File: src/design/ysa_pkg.sv
// Shared constants for the YUV saturation adjust pipeline.
package ysa_pkg;

  localparam int GAIN_W      = 12;
  localparam int GAIN_RESET  = 256;
  localparam int COEF_W      = 13;
  localparam int FWD_SHIFT   = 10;
  localparam int OUT_SHIFT   = 28;
  localparam int Y_SHIFT     = OUT_SHIFT - FWD_SHIFT;

  // forward matrix, Q2.10
  localparam int C_YR = 306;
  localparam int C_YG = 601;
  localparam int C_YB = 117;
  localparam int C_UR = -151;
  localparam int C_UG = -296;
  localparam int C_UB = 446;
  localparam int C_VR = 630;
  localparam int C_VG = -527;
  localparam int C_VB = -102;

  // inverse matrix, Q2.10, Y weight is one
  localparam int C_RV = 1167;
  localparam int C_GU = -404;
  localparam int C_GV = -595;
  localparam int C_BU = 2081;

endpackage

File: src/design/ysa_fwd.sv
// RGB to YUV forward matrix stage, registered.
module ysa_fwd import ysa_pkg::*; #(
  parameter int PIXEL_BITS = 8
) (
  input  logic                         clk,
  input  logic                         rst_n,
  input  logic                         in_vld,
  output logic                         in_rdy,
  input  logic [PIXEL_BITS-1:0]        red,
  input  logic [PIXEL_BITS-1:0]        green,
  input  logic [PIXEL_BITS-1:0]        blue,
  output logic                         out_vld,
  input  logic                         out_rdy,
  output logic signed [PIXEL_BITS+10:0] y_out,
  output logic signed [PIXEL_BITS+10:0] u_out,
  output logic signed [PIXEL_BITS+10:0] v_out
);

  localparam int CW = PIXEL_BITS + 11;

  logic signed [CW-1:0] r_s, g_s, b_s;
  logic signed [CW-1:0] y_nxt, u_nxt, v_nxt;
  logic signed [CW-1:0] y_r, u_r, v_r;
  logic                 vld_r;

  assign r_s = $signed({{(CW-PIXEL_BITS){1'b0}}, red});
  assign g_s = $signed({{(CW-PIXEL_BITS){1'b0}}, green});
  assign b_s = $signed({{(CW-PIXEL_BITS){1'b0}}, blue});

  assign y_nxt = $signed(CW'(C_YR)) * r_s + $signed(CW'(C_YG)) * g_s
               + $signed(CW'(C_YB)) * b_s;
  assign u_nxt = $signed(CW'(C_UR)) * r_s + $signed(CW'(C_UG)) * g_s
               + $signed(CW'(C_UB)) * b_s;
  assign v_nxt = $signed(CW'(C_VR)) * r_s + $signed(CW'(C_VG)) * g_s
               + $signed(CW'(C_VB)) * b_s;

  assign in_rdy = !vld_r || out_rdy;

  always_ff @(posedge clk) begin
    if (!rst_n) begin
      vld_r <= 1'b0;
    end else if (in_rdy) begin
      vld_r <= in_vld;
    end
  end

  always_ff @(posedge clk) begin
    if (in_rdy && in_vld) begin
      y_r <= y_nxt;
      u_r <= u_nxt;
      v_r <= v_nxt;
    end
  end

  assign out_vld = vld_r;
  assign y_out   = y_r;
  assign u_out   = u_r;
  assign v_out   = v_r;

endmodule

File: src/design/ysa_gain.sv
// Chroma gain stage: scales U and V by the saturation gain, registered.
module ysa_gain import ysa_pkg::*; #(
  parameter int PIXEL_BITS = 8
) (
  input  logic                          clk,
  input  logic                          rst_n,
  input  logic signed [GAIN_W-1:0]      gain,
  input  logic                          in_vld,
  output logic                          in_rdy,
  input  logic signed [PIXEL_BITS+10:0] y_in,
  input  logic signed [PIXEL_BITS+10:0] u_in,
  input  logic signed [PIXEL_BITS+10:0] v_in,
  output logic                          out_vld,
  input  logic                          out_rdy,
  output logic signed [PIXEL_BITS+10:0] y_out,
  output logic signed [PIXEL_BITS+GAIN_W+10:0] u_out,
  output logic signed [PIXEL_BITS+GAIN_W+10:0] v_out
);

  localparam int CW = PIXEL_BITS + 11;
  localparam int MW = CW + GAIN_W;

  logic signed [MW-1:0] u_nxt, v_nxt, g_ext;
  logic signed [MW-1:0] u_r, v_r;
  logic signed [CW-1:0] y_r;
  logic                 vld_r;

  assign g_ext = MW'(gain);
  assign u_nxt = MW'(u_in) * g_ext;
  assign v_nxt = MW'(v_in) * g_ext;

  assign in_rdy = !vld_r || out_rdy;

  always_ff @(posedge clk) begin
    if (!rst_n) begin
      vld_r <= 1'b0;
    end else if (in_rdy) begin
      vld_r <= in_vld;
    end
  end

  always_ff @(posedge clk) begin
    if (in_rdy && in_vld) begin
      y_r <= y_in;
      u_r <= u_nxt;
      v_r <= v_nxt;
    end
  end

  assign out_vld = vld_r;
  assign y_out   = y_r;
  assign u_out   = u_r;
  assign v_out   = v_r;

endmodule

File: src/design/ysa_inv.sv
// Inverse matrix products stage, registered; luma is aligned and pre-rounded.
module ysa_inv import ysa_pkg::*; #(
  parameter int PIXEL_BITS = 8
) (
  input  logic                                 clk,
  input  logic                                 rst_n,
  input  logic                                 in_vld,
  output logic                                 in_rdy,
  input  logic signed [PIXEL_BITS+10:0]        y_in,
  input  logic signed [PIXEL_BITS+GAIN_W+10:0] u_in,
  input  logic signed [PIXEL_BITS+GAIN_W+10:0] v_in,
  output logic                                 out_vld,
  input  logic                                 out_rdy,
  output logic signed [PIXEL_BITS+GAIN_W+COEF_W+10:0] y_out,
  output logic signed [PIXEL_BITS+GAIN_W+COEF_W+10:0] rv_out,
  output logic signed [PIXEL_BITS+GAIN_W+COEF_W+10:0] gu_out,
  output logic signed [PIXEL_BITS+GAIN_W+COEF_W+10:0] gv_out,
  output logic signed [PIXEL_BITS+GAIN_W+COEF_W+10:0] bu_out
);

  localparam int PW = PIXEL_BITS + GAIN_W + COEF_W + 11;

  logic signed [PW-1:0] y_nxt, rv_nxt, gu_nxt, gv_nxt, bu_nxt;
  logic signed [PW-1:0] y_r, rv_r, gu_r, gv_r, bu_r;
  logic                 vld_r;

  // half an output LSB folded into luma for round-half-up
  assign y_nxt  = (PW'(y_in) <<< Y_SHIFT) + (PW'(1) <<< (OUT_SHIFT - 1));
  assign rv_nxt = PW'(v_in) * $signed(PW'(C_RV));
  assign gu_nxt = PW'(u_in) * $signed(PW'(C_GU));
  assign gv_nxt = PW'(v_in) * $signed(PW'(C_GV));
  assign bu_nxt = PW'(u_in) * $signed(PW'(C_BU));

  assign in_rdy = !vld_r || out_rdy;

  always_ff @(posedge clk) begin
    if (!rst_n) begin
      vld_r <= 1'b0;
    end else if (in_rdy) begin
      vld_r <= in_vld;
    end
  end

  always_ff @(posedge clk) begin
    if (in_rdy && in_vld) begin
      y_r  <= y_nxt;
      rv_r <= rv_nxt;
      gu_r <= gu_nxt;
      gv_r <= gv_nxt;
      bu_r <= bu_nxt;
    end
  end

  assign out_vld = vld_r;
  assign y_out   = y_r;
  assign rv_out  = rv_r;
  assign gu_out  = gu_r;
  assign gv_out  = gv_r;
  assign bu_out  = bu_r;

endmodule

File: src/design/ysa_out.sv
// Channel sums, then shift, clamp and clip flag; two register stages.
module ysa_out import ysa_pkg::*; #(
  parameter int PIXEL_BITS = 8
) (
  input  logic                                        clk,
  input  logic                                        rst_n,
  input  logic                                        in_vld,
  output logic                                        in_rdy,
  input  logic signed [PIXEL_BITS+GAIN_W+COEF_W+10:0] y_in,
  input  logic signed [PIXEL_BITS+GAIN_W+COEF_W+10:0] rv_in,
  input  logic signed [PIXEL_BITS+GAIN_W+COEF_W+10:0] gu_in,
  input  logic signed [PIXEL_BITS+GAIN_W+COEF_W+10:0] gv_in,
  input  logic signed [PIXEL_BITS+GAIN_W+COEF_W+10:0] bu_in,
  output logic                                        out_vld,
  input  logic                                        out_rdy,
  output logic [PIXEL_BITS-1:0]                       red,
  output logic [PIXEL_BITS-1:0]                       green,
  output logic [PIXEL_BITS-1:0]                       blue,
  output logic                                        clipped
);

  localparam int PW = PIXEL_BITS + GAIN_W + COEF_W + 11;
  localparam int SW = PW + 2;
  localparam int QW = SW - OUT_SHIFT;

  logic signed [SW-1:0] rs_nxt, gs_nxt, bs_nxt;
  logic signed [SW-1:0] rs_r, gs_r, bs_r;
  logic                 sum_vld_r;
  logic                 sum_rdy;

  logic signed [QW-1:0] rq, gq, bq;
  logic [PIXEL_BITS-1:0] r_nxt, g_nxt, b_nxt;
  logic                 rc, gc, bc;
  logic [PIXEL_BITS-1:0] r_r, g_r, b_r;
  logic                 clip_r;
  logic                 out_vld_r;
  logic                 out_rdy_int;

  // green coefficients are negative already, so both products add
  assign rs_nxt = SW'(y_in) + SW'(rv_in);
  assign gs_nxt = SW'(y_in) + SW'(gu_in) + SW'(gv_in);
  assign bs_nxt = SW'(y_in) + SW'(bu_in);

  assign out_rdy_int = !out_vld_r || out_rdy;
  assign sum_rdy     = !sum_vld_r || out_rdy_int;
  assign in_rdy      = sum_rdy;

  always_ff @(posedge clk) begin
    if (!rst_n) begin
      sum_vld_r <= 1'b0;
    end else if (sum_rdy) begin
      sum_vld_r <= in_vld;
    end
  end

  always_ff @(posedge clk) begin
    if (sum_rdy && in_vld) begin
      rs_r <= rs_nxt;
      gs_r <= gs_nxt;
      bs_r <= bs_nxt;
    end
  end

  // arithmetic shift floors; rounding offset was added upstream
  assign rq = QW'(rs_r >>> OUT_SHIFT);
  assign gq = QW'(gs_r >>> OUT_SHIFT);
  assign bq = QW'(bs_r >>> OUT_SHIFT);

  function automatic logic [PIXEL_BITS:0] clamp_ch(input logic signed [QW-1:0] q);
    logic [PIXEL_BITS:0] res;
    if (q < 0) begin
      res = {1'b1, {PIXEL_BITS{1'b0}}};
    end else if (q > $signed(QW'({PIXEL_BITS{1'b1}}))) begin
      res = {1'b1, {PIXEL_BITS{1'b1}}};
    end else begin
      res = {1'b0, q[PIXEL_BITS-1:0]};
    end
    return res;
  endfunction

  assign {rc, r_nxt} = clamp_ch(rq);
  assign {gc, g_nxt} = clamp_ch(gq);
  assign {bc, b_nxt} = clamp_ch(bq);

  always_ff @(posedge clk) begin
    if (!rst_n) begin
      out_vld_r <= 1'b0;
    end else if (out_rdy_int) begin
      out_vld_r <= sum_vld_r;
    end
  end

  always_ff @(posedge clk) begin
    if (out_rdy_int && sum_vld_r) begin
      r_r    <= r_nxt;
      g_r    <= g_nxt;
      b_r    <= b_nxt;
      clip_r <= rc | gc | bc;
    end
  end

  assign out_vld = out_vld_r;
  assign red     = r_r;
  assign green   = g_r;
  assign blue    = b_r;
  assign clipped = clip_r;

endmodule

File: src/design/yuv_saturation_adjust_unit.sv
// Register stages from input beat to output beat: forward matrix, gain,
// inverse products, channel sums, shift/clamp, one register stage each.
// Throughput: one pixel per cycle; each stage holds its beat under stall and
// refills as soon as the stage after it moves.
// Reset (synchronous, rst_n low): clears all stage valid bits and loads the
// saturation gain with 256 (unity).
module yuv_saturation_adjust_unit import ysa_pkg::*; #(
  parameter int PIXEL_BITS = 8
) (
  input  logic                  clk,
  input  logic                  rst_n,
  input  logic                  cfg_we,
  input  logic [GAIN_W-1:0]     cfg_saturation_gain,
  input  logic                  in_valid,
  output logic                  in_stall,
  input  logic [PIXEL_BITS-1:0] in_red_in,
  input  logic [PIXEL_BITS-1:0] in_green_in,
  input  logic [PIXEL_BITS-1:0] in_blue_in,
  output logic                  out_valid,
  input  logic                  out_stall,
  output logic [PIXEL_BITS-1:0] out_red_out,
  output logic [PIXEL_BITS-1:0] out_green_out,
  output logic [PIXEL_BITS-1:0] out_blue_out,
  output logic                  out_clipped
);

  localparam int CW = PIXEL_BITS + 11;
  localparam int MW = CW + GAIN_W;
  localparam int PW = MW + COEF_W;

  logic signed [GAIN_W-1:0] gain_r;

  logic                 fwd_rdy, fwd_vld;
  logic signed [CW-1:0] fy, fu, fv;
  logic                 gn_rdy, gn_vld;
  logic signed [CW-1:0] gy;
  logic signed [MW-1:0] gu, gv;
  logic                 inv_rdy, inv_vld;
  logic signed [PW-1:0] iy, irv, igu, igv, ibu;
  logic                 out_rdy_s;

  always_ff @(posedge clk) begin
    if (!rst_n) begin
      gain_r <= GAIN_W'(GAIN_RESET);
    end else if (cfg_we) begin
      gain_r <= cfg_saturation_gain;
    end
  end

  ysa_fwd #(.PIXEL_BITS(PIXEL_BITS)) u_fwd (
    .clk     (clk),
    .rst_n   (rst_n),
    .in_vld  (in_valid),
    .in_rdy  (fwd_rdy),
    .red     (in_red_in),
    .green   (in_green_in),
    .blue    (in_blue_in),
    .out_vld (fwd_vld),
    .out_rdy (gn_rdy),
    .y_out   (fy),
    .u_out   (fu),
    .v_out   (fv)
  );

  ysa_gain #(.PIXEL_BITS(PIXEL_BITS)) u_gain (
    .clk     (clk),
    .rst_n   (rst_n),
    .gain    (gain_r),
    .in_vld  (fwd_vld),
    .in_rdy  (gn_rdy),
    .y_in    (fy),
    .u_in    (fu),
    .v_in    (fv),
    .out_vld (gn_vld),
    .out_rdy (inv_rdy),
    .y_out   (gy),
    .u_out   (gu),
    .v_out   (gv)
  );

  ysa_inv #(.PIXEL_BITS(PIXEL_BITS)) u_inv (
    .clk     (clk),
    .rst_n   (rst_n),
    .in_vld  (gn_vld),
    .in_rdy  (inv_rdy),
    .y_in    (gy),
    .u_in    (gu),
    .v_in    (gv),
    .out_vld (inv_vld),
    .out_rdy (out_rdy_s),
    .y_out   (iy),
    .rv_out  (irv),
    .gu_out  (igu),
    .gv_out  (igv),
    .bu_out  (ibu)
  );

  ysa_out #(.PIXEL_BITS(PIXEL_BITS)) u_out (
    .clk     (clk),
    .rst_n   (rst_n),
    .in_vld  (inv_vld),
    .in_rdy  (out_rdy_s),
    .y_in    (iy),
    .rv_in   (irv),
    .gu_in   (igu),
    .gv_in   (igv),
    .bu_in   (ibu),
    .out_vld (out_valid),
    .out_rdy (!out_stall),
    .red     (out_red_out),
    .green   (out_green_out),
    .blue    (out_blue_out),
    .clipped (out_clipped)
  );

  assign in_stall = !fwd_rdy;

endmodule

File: config.mk
export PLATFORM = sky130hd
export DESIGN_NAME = yuv_saturation_adjust_unit
export DESIGN_NICKNAME = d
export VERILOG_FILES = /design/src/design/ysa_pkg.sv /design/src/design/ysa_fwd.sv /design/src/design/ysa_gain.sv /design/src/design/ysa_inv.sv /design/src/design/ysa_out.sv /design/src/design/yuv_saturation_adjust_unit.sv
export SDC_FILE = /design/constraint.sdc
export NUM_CORES = 2
export LEC_CHECK = 0
export ABC_CLOCK_PERIOD_IN_PS = 10100
export BUFFER_PORTS_ARGS = -buffer_cell sky130_fd_sc_hd__buf_2
export CORE_ASPECT_RATIO = 0.75
export CORE_UTILIZATION = 30
export DETAILED_ROUTE_END_ITERATION = 7
export SYNTH_ARGS = -nofsm -noshare
export SYNTH_HDL_FRONTEND = slang
export SYNTH_SLANG_ARGS = --single-unit
File: constraint.sdc
create_clock -name clk -period 10.1 [get_ports clk]
set_input_delay 1.01 -clock clk [delete_from_list [all_inputs] [get_ports clk]]
set_output_delay 1.01 -clock clk [all_outputs]
set_load 0.05 [all_outputs]
; ---- Yosys cells after proc, flatten, opt, wreduce, memory -nomap -nowiden
; Index checks and enable logic that the tools add are counted.
[op_classes]
add_sub_neg = 11
n_bitwise = 2
n_lt_le_gt_ge = 6
n_reduce_logical = 17
mux = 6
n_mul = 15
[op_table]
columns = op, count
row1 = $add A19 B19 Y19, 6
row2 = $mul A19 B12 Y31, 2
row3 = $mux W9, 6
row4 = $add A38 B44 Y45, 1
row5 = $add A38 B43 Y44, 1
row6 = $mul A31 B13 Y44 const B, 1
row7 = $add A42 B42 Y43, 1
row8 = $mul A31 B12 Y43 const B, 1
row9 = $add A38 B41 Y42, 1
row10 = $mul A31 B11 Y42 const B, 1
row11 = $mul A31 B8 Y39 const B, 1
row12 = $add A37 B29 Y38 const B, 1
row13 = $mul A7 B9 Y16 const A, 2
row14 = $mul A8 B8 Y16 const A, 2
row15 = $mul A11 B9 Y19 const A, 1
row16 = $gt A18 B9 Y1 const B, 1
row17 = $lt A18 B1 Y1 const B, 1
row18 = $mul A10 B8 Y18 const A, 1
row19 = $mul A9 B9 Y18 const A, 1
row20 = $gt A17 B9 Y1 const B, 1
row21 = $lt A17 B1 Y1 const B, 1
row22 = $mul A9 B8 Y17 const A, 1
row23 = $gt A16 B9 Y1 const B, 1
row24 = $lt A16 B1 Y1 const B, 1
row25 = 5 further kinds, 20
[totals]
word_cells = 81
inputBits = 41
out_inout_bits = 27
ff_bits = 521

; ---- Depth between registers and ports, before layout
[logic_depth]
word_depth = 7
depth_mapped = 30

; ---- Hierarchy
; Synthesis repeated with hierarchy kept, for this count alone.
[hier_totals]
hier_cells = 7226
area_unflattened_um2 = 72042.8
[by_module_without_submodules]
columns = mod, n_inst, cells_per_inst, area_each_um2
row1 = ysa_inv, 1, 2763, 28413.5
row2 = ysa_gain, 1, 1953, 18600.3
row3 = ysa_fwd, 1, 1591, 16009.1
row4 = ysa_out, 1, 879, 8564.5
row5 = yuv_saturation_adjust_unit, 1, 40, 455.4

; ---- Worst setup path after synthesis
; No wires, ideal clock.
[synth_path]
kind = input port to flip-flop
from = input out_stall
to = register u_inv.bu_r[0], in the netlist u_inv.bu_out[0] (enable)
arrival_ps = 8024
setup_slack_ps = 1396
n_path_buf = 0
stages = 3
required_ps = 9421
setup_ps = 679
path_cell_list = and3_1 > and2_1 > nor2b_1
[synth_via]
elab_chain_cells = 5
[synth_rtl]
columns = element, line
row1 = "start, declared", yuv_saturation_adjust_unit.sv:20  ; input logic out_stall,
row2 = $logic_not A1 Y1, yuv_saturation_adjust_unit.sv:109  ; .out_rdy (!out_stall),
row3 = $logic_or A1 B1 Y1, ysa_out.sv:44  ; assign out_rdy_int = !out_vld_r || out_rdy;
row4 = $logic_or A1 B1 Y1, ysa_out.sv:45  ; assign sum_rdy = !sum_vld_r || out_rdy_int;
row5 = $logic_or A1 B1 Y1, ysa_inv.sv:34  ; assign in_rdy = !vld_r || out_rdy;
row6 = $logic_and A1 B1 Y1, ysa_inv.sv:45  ; if (in_rdy && in_vld) begin
row7 = "end signal, assigned", ysa_inv.sv:50  ; bu_r <= bu_nxt;
row8 = "end, declared", ysa_inv.sv:24  ; logic signed [PW-1:0] y_r, rv_r, gu_r, gv_r, bu_r;
; No other way between the ends.
; A chain may end at the register's enable or synchronous reset.

; ---- Worst setup path in the final report
[layout_path]
from = input in_red_in[6]
to = register u_fwd.v_r[17], in the netlist u_fwd.v_out[17] (data pin)
[layout_via]
elab_chain_cells = 3
[layout_rtl]
columns = element, line
row1 = "start, declared", yuv_saturation_adjust_unit.sv:16  ; input logic [PIXEL_BITS-1:0] in_red_in,
row2 = $mul A9 B8 Y17, ysa_fwd.sv:34  ; assign v_nxt = $signed(CW'(C_VR)) * r_s + $signed(CW'(C_VG)) * g_s
row3 = $add A19 B19 Y19, ysa_fwd.sv:34
row4 = $add A19 B19 Y19, ysa_fwd.sv:35  ; + $signed(CW'(C_VB)) * b_s;
row5 = via u_fwd.v_nxt[17], ysa_fwd.sv:22  ; logic signed [CW-1:0] y_nxt, u_nxt, v_nxt;
row6 = "end signal, assigned", ysa_fwd.sv:51  ; v_r <= v_nxt;
row7 = "end, declared", ysa_fwd.sv:23  ; logic signed [CW-1:0] y_r, u_r, v_r;
; The timed path passes the listed nets, and every way through them passes these cells.

==> flow_metrics.py <==
metrics = {
    "outcome": {
        "status": "complete, no violations",
    },
    "setup_path": {
        "cp-start-kind": "input port",
        "criticalPathCategory": "input port to flop",
        "cp_slowest_stage_delay_ps": 560,
        "crit_path_end_kind": "flop",
        "cp.arrival_ps": 8040,
        "path_delay_family": "adder cells",
        "critical_path_required_ps": 10500,
        "r2r_slack_ps": 2790,
        "cp_num_buf_inv": 6,
        "path_max_fanout": 12,
        "slowest_stage": "fa_1",
    },
    "yosys": {
        "synth_seq_area_share_pct": 17.1,
        "synth_seq_cells": 378,
        "yosys_warnings": 0,
        "synth_area_leader_cell": "fa_1",
        "synthesis.area_um2": 65300,
        "synth_ff_type": "edfxtp_1",
        "synth.avg_cell_area_um2": 10.2,
        "ys_top_cells_by_area": "fa_1 (32%), ha_1 (21%), edfxtp_1 (17%), inv_1 (9.2%), xnor2_1 (3.7%)",
        "synth_top_area_share_pct": 31.7,
        "synth_edf_count": 361,
        "synth_nets": 8593,
        "postSynth.asyncResetShare_pct": 0,
        "ys_types": 70,
        "synthCells": 6400,
    },
    "timing": {
        "fin_crit_ps": 7640,
        "fmax_mhz": 131,
        "rsz0062_at_grt": "no",
        "worstMarginPinSlew_ps": 1230,
        "slew_viol_final": 0,
        "hold_viol_final": 0,
        "max_slew_margin_pct": 17.8,
        "period_share_pct": 75.7,
        "tns_ps": 0,
        "setup_violations": 0,
        "clock_skew_ps": 37.3,
    },
    "global_route": {
        "grt_overflow": 0,
        "grt_pass1_wl_um": 261000,
        "grt_use_total_pct": 15.3,
        "grt_pass1_vias": 46306,
        "antenna_found_initial": 6,
        "grt_max_degree": 81,
    },
    "flow_run": {
        "drv_cap": 0,
    },
    "place": {
        "place_inst": 9235,
        "dpl_cell_area_um2": 69100,
        "gp_congestion": 0.897,
        "port_buffers": 67,
        "dp_hpwl_um": 138000,
    },
    "cts": {
        "clk_pin_slew_worst_paths_ps": 60,
        "cts_buffers": 46,
        "cts_tree": "yes",
        "h-tree-depth": 2,
        "clock_latency_ps": 660,
        "ctsHoldBuffers": 0,
        "root_buffer": "clkbuf_16",
        "cts_resized": 0,
        "clock_sinks": 378,
        "post_cts_buffers": 0,
        "cts_buffer_depth": 3,
    },
    "route": {
        "ant_nets": 0,
        "drt-pass1-iter-count": 5,
        "routedWlPerCell_um": 17.4,
        "first_iter_violations": 2372,
        "drc_errors": 0,
        "wl_um": 163000,
        "avgViaCountPerCell": 4.58,
        "vias": 42656,
    },
    "floorplanning": {
        "dieArea_um2": 219000,
        "core_um2": 215000,
        "initial_utilization_pct": 30.3,
        "chipWidth_um": 541,
        "fp.dieH_um": 406,
        "rows": 147,
        "io_pins": 68,
    },
    "layout": {
        "syn_to_final_growth_pct": 8.38,
        "final_common_cell": "inv_1",
        "post-route-cell-area_um2": 70700,
        "final_cell_mix": "inv_1 (1592), ha_1 (1120), fa_1 (1032), nand2_1 (372), edfxtp_1 (361)",
        "final_util_pct": 32.9,
        "drive_gt1_share_pct": 3.04,
        "antenna_cells": 0,
        "stdcell_count": 9321,
        "nNetsFinal": 8645,
    },
    "min_path": {
        "hold_class": "flop to flop",
    },
}
[worst paths after layout]
| check | start | end | cells past startpoint |
|---|---|---|---|
| setup / recovery | in_red_in[6] | u_fwd.v_out[17] | 30 |
| setup reg to reg | gain_r[4] | u_gain.v_out[27] | 21 |
| hold reg to reg | u_fwd.y_out[7] | u_gain.y_out[7] | 0 |
| hold / removal | u_fwd.y_out[7] | u_gain.y_out[7] | 0 |
[logic make-up (layout without fill, tap and decap cells)]
family	Yosys count	in the layout	synth area share, %
AO/OA/AOI/OAI	717	717	6.96
XOR/XNOR	355	355	4.76
adder cells (fa/ha/maj)	2152	2152	53.1
buffers and inverters	1685	1775	9.69
flip-flops	378	378	17.1
multiplexers	16	16	0.245
AND/OR/NAND/NOR	1097	1097	8.09
[through the flow]
stage          worst slack, ps  hold slack, ps
6_report                  2460             418
5_1_grt                   1990             429
4_1_cts                   2540             422
3_5_place_dp              1860             408
3_3_place_gp              1950             402
2_1_floorplan             1400             400
[worst reg2reg max path, delay by kind of cell (launching register included)]
family | cells | cell delay (ps)
adders and majority gates | 6 | 2860
AOI/OAI and AO/OA | 8 | 1970
DFF | 1 | 1110
buffers and inverters | 5 | 890
and+or+nand+nor | 1 | 140
xor gates and xnor gates | 1 | 100
[registers in the layout (all words and copies together), names as in the netlist, 8 cells and up]
register and flops:
u_fwd.y_out 19, u_fwd.v_out 19, u_out.red 8, u_gain.v_out 31, u_out.rs_r 16, u_inv.y_out 20, u_inv.rv_out 25, u_inv.gu_out 38
u_out.gs_r 15, gain_r 12, u_gain.y_out 19, u_out.blue 8, u_inv.bu_out 27, u_gain.u_out 31, u_out.green 8, u_out.bs_r 17
u_fwd.u_out 19, u_inv.gv_out 40
[synth_stat cells (6+ instances only)]
cell and count:
a221oi_1 6, nand4_1 16, nor2_1 233, dfxtp_1 17, fa_1 1032, a211oi_1 14
inv_1 1592, xnor2_1 275, o21bai_1 39, a31oi_1 14, or3_1 12, nand3_1 45
and4_1 8, clkbuf_1 91, xor2_1 80, o211ai_1 8, o21ai_1 52, edfxtp_1 361
o21a_1 53, nand2_1 372, a21o_1 105, and2_1 177, nor4_1 9, or2_2 11
and3_1 17, mux2i_1 16, nand2b_1 72, a21boi_1 12, ha_1 1120, nor2b_1 66
a2111oi_0 11, o31ai_1 9, a21boi_0 16, o21ai_0 95, a21oi_1 224, nor3_1 43
[per-layer routing]
layer | up-vias | share of wire [%] | track usage, %
li1 | 20318 | - | -
met1 | 21331 | 49 | 22.0
met2 | 863 | 43 | 23.9
met3 | 144 | 5.6 | 2.43
met4 | 0 | 2.0 | 3.17
met5 | - | 0 | 0
[layout make-up]
type / count / area [um^2]
flip-flops and latches: 378 / 11200
fillers: 21862 / 144000
repair buffers: 97 / 561
clock inverters: 36 / 505
inverters: 1592 / 5980
multi-input cells: 4337 / 47800
well taps: 2831 / 3540
clock buffers: 50 / 1170
Power is not shown: default switching activity piles up to over one toggle a cycle in this logic, so the estimate is an artifact.
